[src/rtl/core/cds_pkg.sv]
package cds_pkg;

   localparam int FRAC_BITS = 16;
   localparam int WORD_BITS = 32;
   localparam int DIV_BITS  = 2 * FRAC_BITS + 2;

   localparam logic signed [WORD_BITS-1:0] WMAX = {1'b0, {(WORD_BITS-1){1'b1}}};
   localparam logic signed [WORD_BITS-1:0] WMIN = {1'b1, {(WORD_BITS-1){1'b0}}};
   localparam logic signed [WORD_BITS-1:0] ONE  = WORD_BITS'(64'd1 << FRAC_BITS);

   localparam longint MIN_SMOOTH_RAW = ((64'sd1 <<< FRAC_BITS) + 5000) / 10000;
   localparam logic [WORD_BITS-1:0] MIN_SMOOTH =
      WORD_BITS'((MIN_SMOOTH_RAW > 0) ? MIN_SMOOTH_RAW : 1);
   localparam logic signed [WORD_BITS-1:0] C_048 =
      WORD_BITS'(((64'd48 << FRAC_BITS) + 64'd50) / 64'd100);
   localparam logic signed [WORD_BITS-1:0] C_0235 =
      WORD_BITS'(((64'd235 << FRAC_BITS) + 64'd500) / 64'd1000);

   localparam int CSR_SMOOTH_TIME = 0;
   localparam int CSR_MAX_SPEED   = 1;

   typedef logic signed [WORD_BITS-1:0] word_type;

   typedef struct packed {
      logic start;
   } div_ctl_type;

   function automatic word_type sat_wide(input logic signed [WORD_BITS+1:0] v);
      word_type r;
      if (v > $signed({{2{1'b0}}, WMAX})) begin
         r = WMAX;
      end else if (v < $signed({{2{1'b1}}, WMIN})) begin
         r = WMIN;
      end else begin
         r = v[WORD_BITS-1:0];
      end
      return r;
   endfunction

   function automatic word_type sat_add(input word_type a, input word_type b,
                                        input logic sub);
      logic signed [WORD_BITS+1:0] s;
      if (sub) begin
         s = {{2{a[WORD_BITS-1]}}, a} - {{2{b[WORD_BITS-1]}}, b};
      end else begin
         s = {{2{a[WORD_BITS-1]}}, a} + {{2{b[WORD_BITS-1]}}, b};
      end
      return sat_wide(s);
   endfunction

endpackage

[src/rtl/core/critically_damped_smoother.sv]
// A transaction passes from req to rsp valid through two bit-serial divisions,
// 11 products on one shared multiplier and one finishing state.
// One request is handled at a time; req_stall is high while busy.
// A result waiting on a stalled rsp blocks acceptance of the next request.
// Reset (synchronous, active high): velocity 0, smooth_time 1.0, max_speed max.
module critically_damped_smoother (
   input  logic               clock,
   input  logic               reset,
   input  logic               req_valid,
   output logic               req_stall,
   input  logic signed [31:0] req_current_value,
   input  logic signed [31:0] req_target_value,
   input  logic [20:0]        req_time_step,
   output logic               rsp_valid,
   input  logic               rsp_stall,
   output logic signed [31:0] rsp_smoothed_value,
   output logic signed [31:0] rsp_new_velocity,
   input  logic               csr_write,
   input  logic [0:0]         csr_index,
   input  logic [30:0]        csr_data
);
   localparam int W = cds_pkg::WORD_BITS;
   localparam int F = cds_pkg::FRAC_BITS;

   localparam logic [4:0] S_IDLE  = 5'd0;
   localparam logic [4:0] S_OMEGA = 5'd1;
   localparam logic [4:0] S_X     = 5'd2;
   localparam logic [4:0] S_X2    = 5'd3;
   localparam logic [4:0] S_X3    = 5'd4;
   localparam logic [4:0] S_T2    = 5'd5;
   localparam logic [4:0] S_T3    = 5'd6;
   localparam logic [4:0] S_EXP   = 5'd7;
   localparam logic [4:0] S_MAXC  = 5'd8;
   localparam logic [4:0] S_OC    = 5'd9;
   localparam logic [4:0] S_TMP   = 5'd10;
   localparam logic [4:0] S_OT    = 5'd11;
   localparam logic [4:0] S_VEL   = 5'd12;
   localparam logic [4:0] S_RES   = 5'd13;
   localparam logic [4:0] S_FIN   = 5'd14;

   logic [4:0] state_ff, state_in;
   logic       wait_ff, wait_in;
   logic [24:0] smooth_ff;
   logic [30:0] speed_ff;
   cds_pkg::word_type vel_ff, vel_in;
   cds_pkg::word_type cur_ff, cur_in, org_ff, org_in, dt_ff, dt_in, st_ff, st_in;
   cds_pkg::word_type om_ff, om_in, x_ff, x_in, x2_ff, x2_in, den_ff, den_in;
   cds_pkg::word_type ex_ff, ex_in, chg_ff, chg_in, tmp_ff, tmp_in, res_ff, res_in;
   cds_pkg::word_type nvel_ff, nvel_in;
   logic       ov_ff, ov_in;
   cds_pkg::word_type ma, mb, mp;
   cds_pkg::div_ctl_type dctl;
   logic [cds_pkg::DIV_BITS-1:0] dnum;
   logic [W-1:0] dden;
   logic       ddone;
   cds_pkg::word_type dquo, maxc, nmaxc, sdiff;
   logic       pin;

   cds_mul u_mul (.clock(clock), .a(ma), .b(mb), .p_ff(mp));
   cds_div u_div (.clock(clock), .reset(reset), .ctl(dctl), .num(dnum),
                  .den(dden), .done_ff(ddone), .quo(dquo));

   assign req_stall = (state_ff != S_IDLE) || (rsp_valid && rsp_stall);

   always_comb begin
      state_in = state_ff; wait_in = 1'b0;
      vel_in = vel_ff; cur_in = cur_ff; org_in = org_ff; dt_in = dt_ff; st_in = st_ff;
      om_in = om_ff; x_in = x_ff; x2_in = x2_ff; den_in = den_ff; ex_in = ex_ff;
      chg_in = chg_ff; tmp_in = tmp_ff; res_in = res_ff; nvel_in = nvel_ff; ov_in = ov_ff;
      ma = '0; mb = '0;
      dctl = '0; dnum = '0; dden = st_ff;
      maxc = mp; nmaxc = cds_pkg::sat_add('0, mp, 1'b1);
      sdiff = '0; pin = 1'b0;
      if (rsp_valid && !rsp_stall) ov_in = 1'b0;
      case (state_ff)
         S_IDLE: begin
            if (req_valid && !req_stall) begin
               cur_in = req_current_value;
               org_in = req_target_value;
               dt_in  = W'(req_time_step);
               st_in  = (W'(smooth_ff) < cds_pkg::MIN_SMOOTH) ? cds_pkg::MIN_SMOOTH
                        : W'(smooth_ff);
               state_in = S_OMEGA;
               wait_in = 1'b1;
            end
         end
         S_OMEGA: begin
            dnum = cds_pkg::DIV_BITS'(1) << (2 * F + 1);
            dden = st_ff;
            dctl.start = wait_ff;
            if (ddone) begin
               om_in = dquo;
               state_in = S_X;
               wait_in = 1'b1;
            end
         end
         S_X: begin
            ma = om_ff; mb = dt_ff;
            if (!wait_ff) begin
               x_in = mp; state_in = S_X2; wait_in = 1'b1;
            end
         end
         S_X2: begin
            ma = x_ff; mb = x_ff;
            if (!wait_ff) begin
               x2_in = mp; state_in = S_X3; wait_in = 1'b1;
            end
         end
         S_X3: begin
            ma = x2_ff; mb = x_ff;
            if (!wait_ff) begin
               tmp_in = mp; state_in = S_T2; wait_in = 1'b1;
               den_in = cds_pkg::sat_add(cds_pkg::ONE, x_ff, 1'b0);
            end
         end
         S_T2: begin
            ma = cds_pkg::C_048; mb = x2_ff;
            if (!wait_ff) begin
               den_in = cds_pkg::sat_add(den_ff, mp, 1'b0);
               state_in = S_T3; wait_in = 1'b1;
            end
         end
         S_T3: begin
            ma = cds_pkg::C_0235; mb = tmp_ff;
            if (!wait_ff) begin
               den_in = cds_pkg::sat_add(den_ff, mp, 1'b0);
               state_in = S_EXP; wait_in = 1'b1;
            end
         end
         S_EXP: begin
            dnum = cds_pkg::DIV_BITS'(1) << (2 * F);
            dden = den_ff;
            dctl.start = wait_ff;
            if (ddone) begin
               ex_in = dquo; state_in = S_MAXC; wait_in = 1'b1;
            end
         end
         S_MAXC: begin
            ma = W'(speed_ff); mb = st_ff;
            if (!wait_ff) begin
               sdiff = cds_pkg::sat_add(cur_ff, org_ff, 1'b1);
               if (sdiff > maxc) sdiff = maxc;
               if (sdiff < nmaxc) sdiff = nmaxc;
               chg_in = sdiff;
               res_in = cds_pkg::sat_add(cur_ff, sdiff, 1'b1);
               state_in = S_OC; wait_in = 1'b1;
            end
         end
         S_OC: begin
            ma = om_ff; mb = chg_ff;
            if (!wait_ff) begin
               tmp_in = cds_pkg::sat_add(vel_ff, mp, 1'b0);
               state_in = S_TMP; wait_in = 1'b1;
            end
         end
         S_TMP: begin
            ma = tmp_ff; mb = dt_ff;
            if (!wait_ff) begin
               tmp_in = mp; state_in = S_OT; wait_in = 1'b1;
            end
         end
         S_OT: begin
            ma = om_ff; mb = tmp_ff;
            if (!wait_ff) begin
               nvel_in = cds_pkg::sat_add(vel_ff, mp, 1'b1);
               state_in = S_VEL; wait_in = 1'b1;
            end
         end
         S_VEL: begin
            ma = nvel_ff; mb = ex_ff;
            if (!wait_ff) begin
               nvel_in = mp; state_in = S_RES; wait_in = 1'b1;
            end
         end
         S_RES: begin
            ma = cds_pkg::sat_add(chg_ff, tmp_ff, 1'b0); mb = ex_ff;
            if (!wait_ff) begin
               res_in = cds_pkg::sat_add(res_ff, mp, 1'b0);
               state_in = S_FIN;
            end
         end
         S_FIN: begin
            pin = ((org_ff > cur_ff) == (res_ff > org_ff));
            if (pin) begin
               res_in = org_ff; nvel_in = '0; vel_in = '0;
            end else begin
               vel_in = nvel_ff;
            end
            ov_in = 1'b1;
            state_in = S_IDLE;
         end
         default: state_in = S_IDLE;
      endcase
   end

   always_ff @(posedge clock) begin
      cur_ff <= cur_in; org_ff <= org_in; dt_ff <= dt_in; st_ff <= st_in;
      om_ff <= om_in; x_ff <= x_in; x2_ff <= x2_in; den_ff <= den_in; ex_ff <= ex_in;
      chg_ff <= chg_in; tmp_ff <= tmp_in; res_ff <= res_in; nvel_ff <= nvel_in;
      if (reset) begin
         state_ff <= S_IDLE; wait_ff <= 1'b0; vel_ff <= '0; ov_ff <= 1'b0;
         smooth_ff <= 25'd65536; speed_ff <= 31'h7FFFFFFF;
      end else begin
         state_ff <= state_in; wait_ff <= wait_in; vel_ff <= vel_in;
         ov_ff <= ov_in;
         if (csr_write) begin
            if (csr_index == 1'(cds_pkg::CSR_SMOOTH_TIME)) smooth_ff <= csr_data[24:0];
            else speed_ff <= csr_data;
         end
      end
   end

   assign rsp_valid = ov_ff;
   assign rsp_smoothed_value = res_ff;
   assign rsp_new_velocity = vel_ff;

`ifndef SYNTHESIS
   a_busy_stalls: assert property (@(posedge clock) disable iff (reset)
      (state_ff != S_IDLE) |-> req_stall) else $error("accept while busy");
   a_fin_valid: assert property (@(posedge clock) disable iff (reset)
      (state_ff == S_FIN) |=> rsp_valid) else $error("no result after finish");
   a_vel_match: assert property (@(posedge clock) disable iff (reset)
      rsp_valid |-> (rsp_new_velocity == vel_ff)) else $error("velocity mismatch");
`endif
endmodule

[src/rtl/core/cds_mul.sv]
module cds_mul (
   input  logic                                  clock,
   input  logic signed [cds_pkg::WORD_BITS-1:0] a,
   input  logic signed [cds_pkg::WORD_BITS-1:0] b,
   output logic signed [cds_pkg::WORD_BITS-1:0] p_ff
);
   localparam int W = cds_pkg::WORD_BITS;
   localparam int F = cds_pkg::FRAC_BITS;

   logic [W:0] ua;
   logic [W:0] ub;
   logic [2*W+1:0] prod;
   logic [2*W+1:0] q;
   logic neg;
   logic signed [W-1:0] p_in;

   always_comb begin
      neg  = a[W-1] ^ b[W-1];
      ua   = a[W-1] ? ((W+1)'(0) - {a[W-1], a}) : {1'b0, a};
      ub   = b[W-1] ? ((W+1)'(0) - {b[W-1], b}) : {1'b0, b};
      prod = ua * ub;
      q    = (prod + ((2*W+2)'(1) << (F - 1))) >> F;
      if (!neg) begin
         p_in = (q > (2*W+2)'(cds_pkg::WMAX)) ? cds_pkg::WMAX : q[W-1:0];
      end else begin
         p_in = (q > (2*W+2)'(cds_pkg::WMAX) + (2*W+2)'(1)) ? cds_pkg::WMIN
                : W'((W)'(0) - q[W-1:0]);
      end
   end

   always_ff @(posedge clock) begin
      p_ff <= p_in;
   end
endmodule

[src/rtl/core/cds_div.sv]
module cds_div (
   input  logic                                clock,
   input  logic                                reset,
   input  cds_pkg::div_ctl_type                ctl,
   input  logic [cds_pkg::DIV_BITS-1:0]        num,
   input  logic [cds_pkg::WORD_BITS-1:0]       den,
   output logic                                done_ff,
   output logic signed [cds_pkg::WORD_BITS-1:0] quo
);
   localparam int N = cds_pkg::DIV_BITS + cds_pkg::WORD_BITS;
   localparam int W = cds_pkg::WORD_BITS;
   localparam int CW = $clog2(N + 1);

   logic [N-1:0]  q_ff, q_in;
   logic [W:0]    r_ff, r_in;
   logic [W-1:0]  d_ff, d_in;
   logic [CW-1:0] cnt_ff, cnt_in;
   logic          run_ff, run_in, done_in;
   logic [W:0]    trial;

   always_comb begin
      q_in = q_ff; r_in = r_ff; d_in = d_ff;
      cnt_in = cnt_ff; run_in = run_ff; done_in = 1'b0;
      trial = '0;
      if (ctl.start) begin
         q_in   = N'(num) + N'(den >> 1);
         r_in   = '0;
         d_in   = den;
         cnt_in = CW'(N);
         run_in = 1'b1;
      end else if (run_ff) begin
         trial = {r_ff[W-1:0], q_ff[N-1]};
         if (trial >= {1'b0, d_ff}) begin
            r_in = trial - {1'b0, d_ff};
            q_in = {q_ff[N-2:0], 1'b1};
         end else begin
            r_in = trial;
            q_in = {q_ff[N-2:0], 1'b0};
         end
         cnt_in = cnt_ff - CW'(1);
         if (cnt_ff == CW'(1)) begin
            run_in  = 1'b0;
            done_in = 1'b1;
         end
      end
   end

   always_comb begin
      if (q_ff > N'(cds_pkg::WMAX)) quo = cds_pkg::WMAX;
      else quo = q_ff[W-1:0];
   end

   always_ff @(posedge clock) begin
      q_ff <= q_in; r_ff <= r_in; d_ff <= d_in; cnt_ff <= cnt_in;
      if (reset) begin
         run_ff <= 1'b0; done_ff <= 1'b0;
      end else begin
         run_ff <= run_in; done_ff <= done_in;
      end
   end

`ifndef SYNTHESIS
   a_done_after_run: assert property (@(posedge clock) disable iff (reset)
      done_ff |-> $past(run_ff)) else $error("div done without run");
   a_no_start_busy: assert property (@(posedge clock) disable iff (reset)
      ctl.start |-> !run_ff) else $error("div restarted while busy");
   a_done_clears: assert property (@(posedge clock) disable iff (reset)
      done_ff |-> !run_ff) else $error("div still running at done");
`endif
endmodule

[config.mk]
export PLATFORM = sky130hd
export DESIGN_NAME = critically_damped_smoother
export DESIGN_NICKNAME = d
export VERILOG_FILES = /design/src/rtl/core/cds_pkg.sv /design/src/rtl/core/critically_damped_smoother.sv /design/src/rtl/core/cds_mul.sv /design/src/rtl/core/cds_div.sv
export SDC_FILE = /design/constraint.sdc
export NUM_CORES = 2
export LEC_CHECK = 0
export ABC_AREA = 0
export BUFFER_PORTS_ARGS = -buffer_cell sky130_fd_sc_hd__buf_4
export CORE_ASPECT_RATIO = 0.6
export CORE_MARGIN = 2
export CORE_UTILIZATION = 42
export DETAILED_ROUTE_END_ITERATION = 8
export SLEW_MARGIN = 15
export SYNTH_ARGS = -nofsm -noshare
export SYNTH_HDL_FRONTEND = slang
export SYNTH_HIERARCHICAL = 1
export SYNTH_SLANG_ARGS = --single-unit
[constraint.sdc]
create_clock -name clock -period 36.9 [get_ports clock]
set_input_delay 7.38 -clock clock [delete_from_list [all_inputs] [get_ports clock]]
set_output_delay 7.38 -clock clock [all_outputs]
set_load 0.01 [all_outputs]
Word-level counts from Yosys, hierarchy flattened --
Cells that the tools add are included.
Storage, ports and cells: register bits after elaboration 671, latch bits 0, bits in writable memories 0, bits in read-only memories 0, bits of input ports 122, output and inout port bits 66, logic and storage cells 243, memories 0
Operators by class: add/sub/neg operators 16, multipliers 1, div/mod/pow operators 0, $lt $le $gt $ge 29, eq/ne operators 32, shifts and indexed selects 0, mux-type cells 98, bitwise logic cells 4, reductions and logical operators 36
Operators by type and width (count):
- 32-bit 2-to-1 mux | 44
- 34-bit 2-to-1 mux | 16
- 34-bit by 32-bit greater-than comparator with 1-bit output, second input constant | 9
- 34-bit by 32-bit < comparator with 1-bit output, second input constant | 9
- 32-bit case mux with 3 select lines | 3
- 32-bit case mux with 9 select lines | 1
- 32-bit case mux with 7 select lines | 1
- 32-bit by 32-bit adder with 33-bit output | 4
- 66-bit 2-to-1 mux | 2
- 1-bit by 32-bit subtractor with 33-bit output, first input constant | 3
- 32-bit by 32-bit subtractor with 33-bit output | 3
- 32-bit greater-than comparator | 3
- 5-bit 2-to-1 mux | 14
- 5-bit case mux with 14 select lines | 1
- 34-bit case mux with 2 select lines | 1
- 66-bit by 16-bit adder with 66-bit output, second input constant | 1
- 66-bit by 31-bit greater-than comparator with 1-bit output, second input constant | 1
- 33-bit by 33-bit multiplier with 66-bit output | 1
- 33-bit 2-to-1 mux | 2
- 32-bit case mux with 2 select lines | 1
- 50-bit by 31-bit greater-than comparator with 1-bit output, second input constant | 1
- 50-bit by 32-bit greater-than comparator with 1-bit output, second input constant | 1
- 34-bit by 31-bit adder with 35-bit output | 1
- 5-bit by 4-bit equality test with 1-bit output, second input constant | 7
- other kinds (34) | 86

Logic depth before layout (Yosys ltp) --
word-level depth 24, gate-level depth with buffers 64, gate-level depth less buffers 59

By module --
Netlist, hierarchy kept.
Modules (own cells, without submodules):
- cds_mul | instances 1, cells an instance 4588, area each 38891.0 um2, sequential area each 640.6 um2
- critically_damped_smoother | instances 1, cells an instance 3901, area each 36563.8 um2, sequential area each 13833.3 um2
- cds_div | instances 1, cells an instance 944, area each 9226.3 um2, sequential area each 3763.6 um2

Worst setup path before layout --
Ideal clock, no wire load.
path kind reg2reg, start point register tmp_ff[0], end point register u_mul/p_ff[10] in the netlist's numbering, setup time 149 ps, data arrival time 15092 ps, required time 36751 ps, slack 21660 ps, stages on the path, launching flop included 63, buffers on the path 4, period minus slack after synthesis 15240 ps, cell sequence edfxtp_1 -> ha_1 -> fa_1 -> a21o_1 -> a21oi_1 -> o21bai_1 -> a21oi_1 -> o21bai_1 -> a21oi_1 -> o21bai_1 -> a21oi_1 -> o21bai_1 -> o311a_1 -> a311oi_1 -> nor3_1 -> o2111ai_1 -> a31oi_1 -> o21a_1 -> [27 not listed] -> fa_1 -> inv_1 -> fa_1 -> inv_1 -> ha_1 -> clkbuf_1 -> nand4_1 -> nor2_1 -> nand4_1 -> o22ai_1 -> nor4_1 -> a2bb2oi_1 -> or4_1 -> nor4_1 -> nand4_2 -> nor3_2 -> buf_4 -> a221oi_1
On the way: longest elaborated chain between the ends 13, elaborated cells between the ends (all ways) 21, classes of those cells 5 x add/sub; 1 x mul; 4 x order compare; 10 x mux; 1 x bitwise
Ends and longest elaborated chain:
- from (decl) | RTL line critically_damped_smoother.sv:48 | cds_pkg::word_type ex_ff, ex_in, chg_ff, chg_in, tmp_ff, tmp_in, res_ff, res_in;
- from (signal assigned) | RTL line critically_damped_smoother.sv:199 | chg_ff <= chg_in; tmp_ff <= tmp_in; res_ff <= res_in; nvel_ff <= nvel_in;
- 32-bit by 32-bit adder with 33-bit output | RTL line cds_pkg.sv:46 | s = {{2{a[WORD_BITS-1]}}, a} + {{2{b[WORD_BITS-1]}}, b};
- 34-bit 2-to-1 mux | RTL line critically_damped_smoother.sv:75 | case (state_ff)
- 34-bit by 32-bit < comparator with 1-bit output | RTL line cds_pkg.sv:32 | end else if (v < $signed({{2{1'b1}}, WMIN})) begin
- 32-bit 2-to-1 mux | RTL line cds_pkg.sv:32
- 32-bit 2-to-1 mux | RTL line cds_pkg.sv:30 | if (v > $signed({{2{1'b0}}, WMAX})) begin
- 32-bit case mux with 9 select lines * | RTL line critically_damped_smoother.sv:75
- named net ma[0] | RTL line critically_damped_smoother.sv:51 | cds_pkg::word_type ma, mb, mp;
- 1-bit by 32-bit subtractor with 33-bit output | RTL line cds_mul.sv:19 | ua = a[W-1] ? ((W+1)'(0) - {a[W-1], a}) : {1'b0, a};
- 33-bit 2-to-1 mux * | RTL line cds_mul.sv:19
- 33-bit by 33-bit multiplier with 66-bit output * | RTL line cds_mul.sv:21 | prod = ua * ub;
- 66-bit by 16-bit adder with 66-bit output * | RTL line cds_mul.sv:22 | q = (prod + ((2*W+2)'(1) << (F - 1))) >> F;
- 50-bit by 31-bit greater-than comparator with 1-bit output (tied with other cells) | RTL line cds_mul.sv:24 | p_in = (q > (2*W+2)'(cds_pkg::WMAX)) ? cds_pkg::WMAX : q[W-1:0];
- 32-bit 2-to-1 mux (on tied branches) | RTL line cds_mul.sv:24, cds_mul.sv:26
- 32-bit 2-to-1 mux * | RTL line cds_mul.sv:23 | if (!neg) begin
- named net u_mul.p_in[10] | RTL line cds_mul.sv:15 | logic signed [W-1:0] p_in;
- to (signal assigned) | RTL line cds_mul.sv:32 | p_ff <= p_in;
- to (decl) | RTL line cds_mul.sv:5 | output logic signed [cds_pkg::WORD_BITS-1:0] p_ff
The timed path passes the listed nets; every way through them passes the cells marked *. The select of a mux whose other input is x is not followed. A chain may end at the register's enable or synchronous reset.

Final worst setup path --
start point register tmp_ff[0], end point register u_mul/p_ff[17] in the netlist's numbering
The elaborated chain is that of the path after synthesis.

==> metrics.md <==
| Metric | Value |
|---|---|
| Netlist cell types | 143 |
| # hold bufs at CTS | 0 |
| Seq/Total Area, Yosys | 0.215 |
| CP endpoint kind | flip-flop |
| GRT overflow | 0 |
| WHS Path Cells | 1 |
| Commonest non-fill, non-tap cell in the layout | inv_1 |
| GRT Overall Usage | 0.377 |
| Maxcap violations | 0 |
| Routed WL per cell | 31.8 µm |
| Final period util | 0.524 |
| R2R Setup Slk | 17.58 ns |
| Min Tclk post-route | 19.32 ns |
| CTS tree | done |
| R2R depth | 59 |
| Area Growth Syn to Fin | 9.58% |
| Min-Delay Path Class | flip-flop to flip-flop |
| Synth top area share | 0.229 |
| CP max stage delay | 0.69 ns |
| Clk sinks | 663 |
| Max Slew Vio Count | 0 |
| Power Total | 0.00796 W |
| First-pass GRT wire length | 549 mm |
| Worst Path Buf+Inv | 10 |
| Port Buffers | 187 |
| Initial antenna violation count | 33 |
| Mapped cell area | 0.0847 mm² |
| Num CTS Buffers | 74 |
| Setup TNS | 0 ns |
| Crit path top cell by count | fa_1 |
| Largest net degree at the start of global routing | 79 |
| EDFF count, synth | 496 |
| Arrival time worst endpoint | 19.87 ns |
| Gpl congestion | 1.11 |
| FMAX | 51.8 MHz |
| Max clock buf depth | 3 |
| Final wirelength | 390 mm |
| DR iter-0 viols | 11,012 |
| Dpl cell area | 0.0902 mm² |
| Root Driver | clkbuf_16 |
| Yosys warning count | 6 |
| Status | complete, no violations |
| Resize count post-CTS | 0 |
| Top Ports | 188 |
| Delay-heaviest family, CP | compound AO/OA/AOI/OAI gates |
| Nets@finish | 11,297 |
| Worst Tran Pin Value | 1.38 ns |
| Commonest cells after routing, fill and taps aside | 1,334 x inv_1, 1,067 x nand2_1, 968 x fa_1 |
| Share of layout cells above drive strength 1 | 0.0878 |
| Asr flop ratio synth | 0 |
| Power Dens Cells | 85.7 mW/mm² |
| RSZ-0062 raised after global routing | false |
| Post-Layout Cell Count | 12,262 |
| Pre-antenna DRT Iters | 9 |
| # rows | 127 |
| Clk pin slew, worst setup/hold paths | 0.08 ns |
| Pleak | 41.2 nW |
| Die X | 584 µm |
| Critical path class | flip-flop to flip-flop |
| Detailed Place HPWL | 316 mm |
| Setup-failing EPs final | 0 |
| FF+latch count, synth | 663 |
| Cell taking the most area after synthesis | fa_1 |
| H-tree depth | 3 |
| VDD IR max | 0.107 mV |
| Worst EP required | 37.45 ns |
| Mean Syn Cell Area | 8.98 µm² |
| Main synth FF type | edfxtp_1 |
| Die footprint | 0.205 mm² |
| Vias | 75,737 |
| Final core utilization | 0.464 |
| Via density | 6.18 |
| Placed cell count | 12,110 |
| Initial cell density of the core | 0.423 |
| Slowest-stage cell, CP | nor2_1 |
| Gate Count Post-Synth | 9,433 |
| Slew HR | 0.0705 |
| Critical path depth | 59 |
| Chip Height | 352 µm |
| Clk_lat worst skew | 0.71 ns |
| Final hold violation count | 0 |
| Fillers | 19,221 |
| CP max FO | 22 |
| Vias in the first global route | 72,774 |
| Core area | 0.200 mm² |
| Setup Fix Bufs, Post-CTS | 0 |
| DRC | 0 |
| Worst Setup Start Kind | flip-flop |
| Synth top area cells | fa_1 23%, edfxtp_1 18%, ha_1 9.8%, inv_1 5.9%, nand2_1 4.7% |
| Clock skew | 0.0482 ns |
| Final instance area | 0.0928 mm² |
| Antenna-violating nets left | 0 |
worst reg2reg max path, delay by kind of cell (launching register included):
family / cells / cell delay, ns
compound gates: 23 / 6.48
flops: 1 / 0.41
simple gates: 13 / 4.64
fa+ha+maj: 11 / 5.40
buf+inv: 10 / 1.95
xor+xnor: 2 / 0.31
metrics by stage:
| stage | setup slack, ns | hold slack (ns) |
|---|---|---|
| 2_1_floorplan | 21.66 | 0.426 |
| 3_3_place_gp | 18.40 | 0.440 |
| 3_5_place_dp | 18.41 | 0.444 |
| 4_1_cts | 18.35 | 0.461 |
| 5_1_grt | 17.04 | 0.480 |
| 6_report | 17.58 | 0.466 |
metal layers:
metal  GRT usage  part of all wire  vias to the layer above
met1       0.531              0.41                    37511
met3       0.193              0.17                      827
li1            -                 -                    31917
met4       0.162             0.053                       28
met2       0.471              0.36                     5454
met5     0.00139           0.00047                        -
logic make-up (layout without fill, tap and decap cells):
kind of cell	count (synthesis)	in the layout	synth area share
other cells	4	119	0.000177
fa+ha+maj	1689	1689	0.334
compound gates	1788	1788	0.149
xor+xnor	469	469	0.0490
buf+inv	1805	1875	0.0822
flops	663	663	0.215
simple gates	2905	2905	0.156
mux	110	110	0.0144
sequential cells by signal, indices dropped and copies added, names as in the netlist, 31 cells and up:
| register | flops |
|---|---|
| u_div/q_ff | 66 |
| u_div/r_ff | 32 |
| rsp_new_velocity | 32 |
| u_mul/p_ff | 32 |
| tmp_ff | 32 |
| ex_ff | 32 |
| speed_ff | 31 |
| x2_ff | 32 |
| cur_ff | 32 |
| org_ff | 32 |
| nvel_ff | 32 |
| u_div/d_ff | 32 |
| den_ff | 32 |
| om_ff | 32 |
| rsp_smoothed_value | 32 |
| chg_ff | 32 |
| x_ff | 32 |
area by class of cell:
class / count / area (µm²) / area share
Clock buffer: 97 / 2090 / 0.0225
Timing Repair Buffer: 401 / 3010 / 0.0324
Multi-Input combinational cell: 7063 / 60600 / 0.653
Sequential cell: 663 / 18200 / 0.197
Antenna cell: 17 / 42.5 / 0.000458
Inverter: 1339 / 5030 / 0.0542
Tap cell: 2644 / 3310 / 0.0356
Clock inverter: 38 / 439 / 0.00473
where the power goes:
part           switching (W)  internal, W
sequential          0.000104      0.00104
combinational        0.00412      0.00189
clock               0.000357     0.000449
total                0.00458      0.00338
synthesized netlist by cell type, types with 51 or more instances:
library cell  count
nor3_1          102
o21bai_1         63
nand4_1          85
a21oi_1         498
a22oi_1          70
a21o_1          133
inv_1          1336
dfxtp_1         167
nor2_1          945
nor4_1           62
a211oi_1         71
a31oi_1          95
clkbuf_1        395
mux2_2           62
xnor2_1         303
fa_1            968
nand2_1        1067
o21ai_0         233
maj3_1           51
and2_1           56
edfxtp_1        496
nand2b_1        129
nor2b_1          78
a222oi_1         71
and3_1           70
ha_1            665
nand3_1         125
xor2_1          160
path summary, 6_finish.rpt:
path	start	to
worst max-delay path	tmp_ff[0]	u_mul/p_ff[17]
worst min-delay path	speed_ff[12]	speed_ff[12]
worst max register to register	tmp_ff[0]	u_mul/p_ff[17]
worst min register to register	speed_ff[12]	speed_ff[12]
Note: power is estimated with default switching activity, not from simulation.
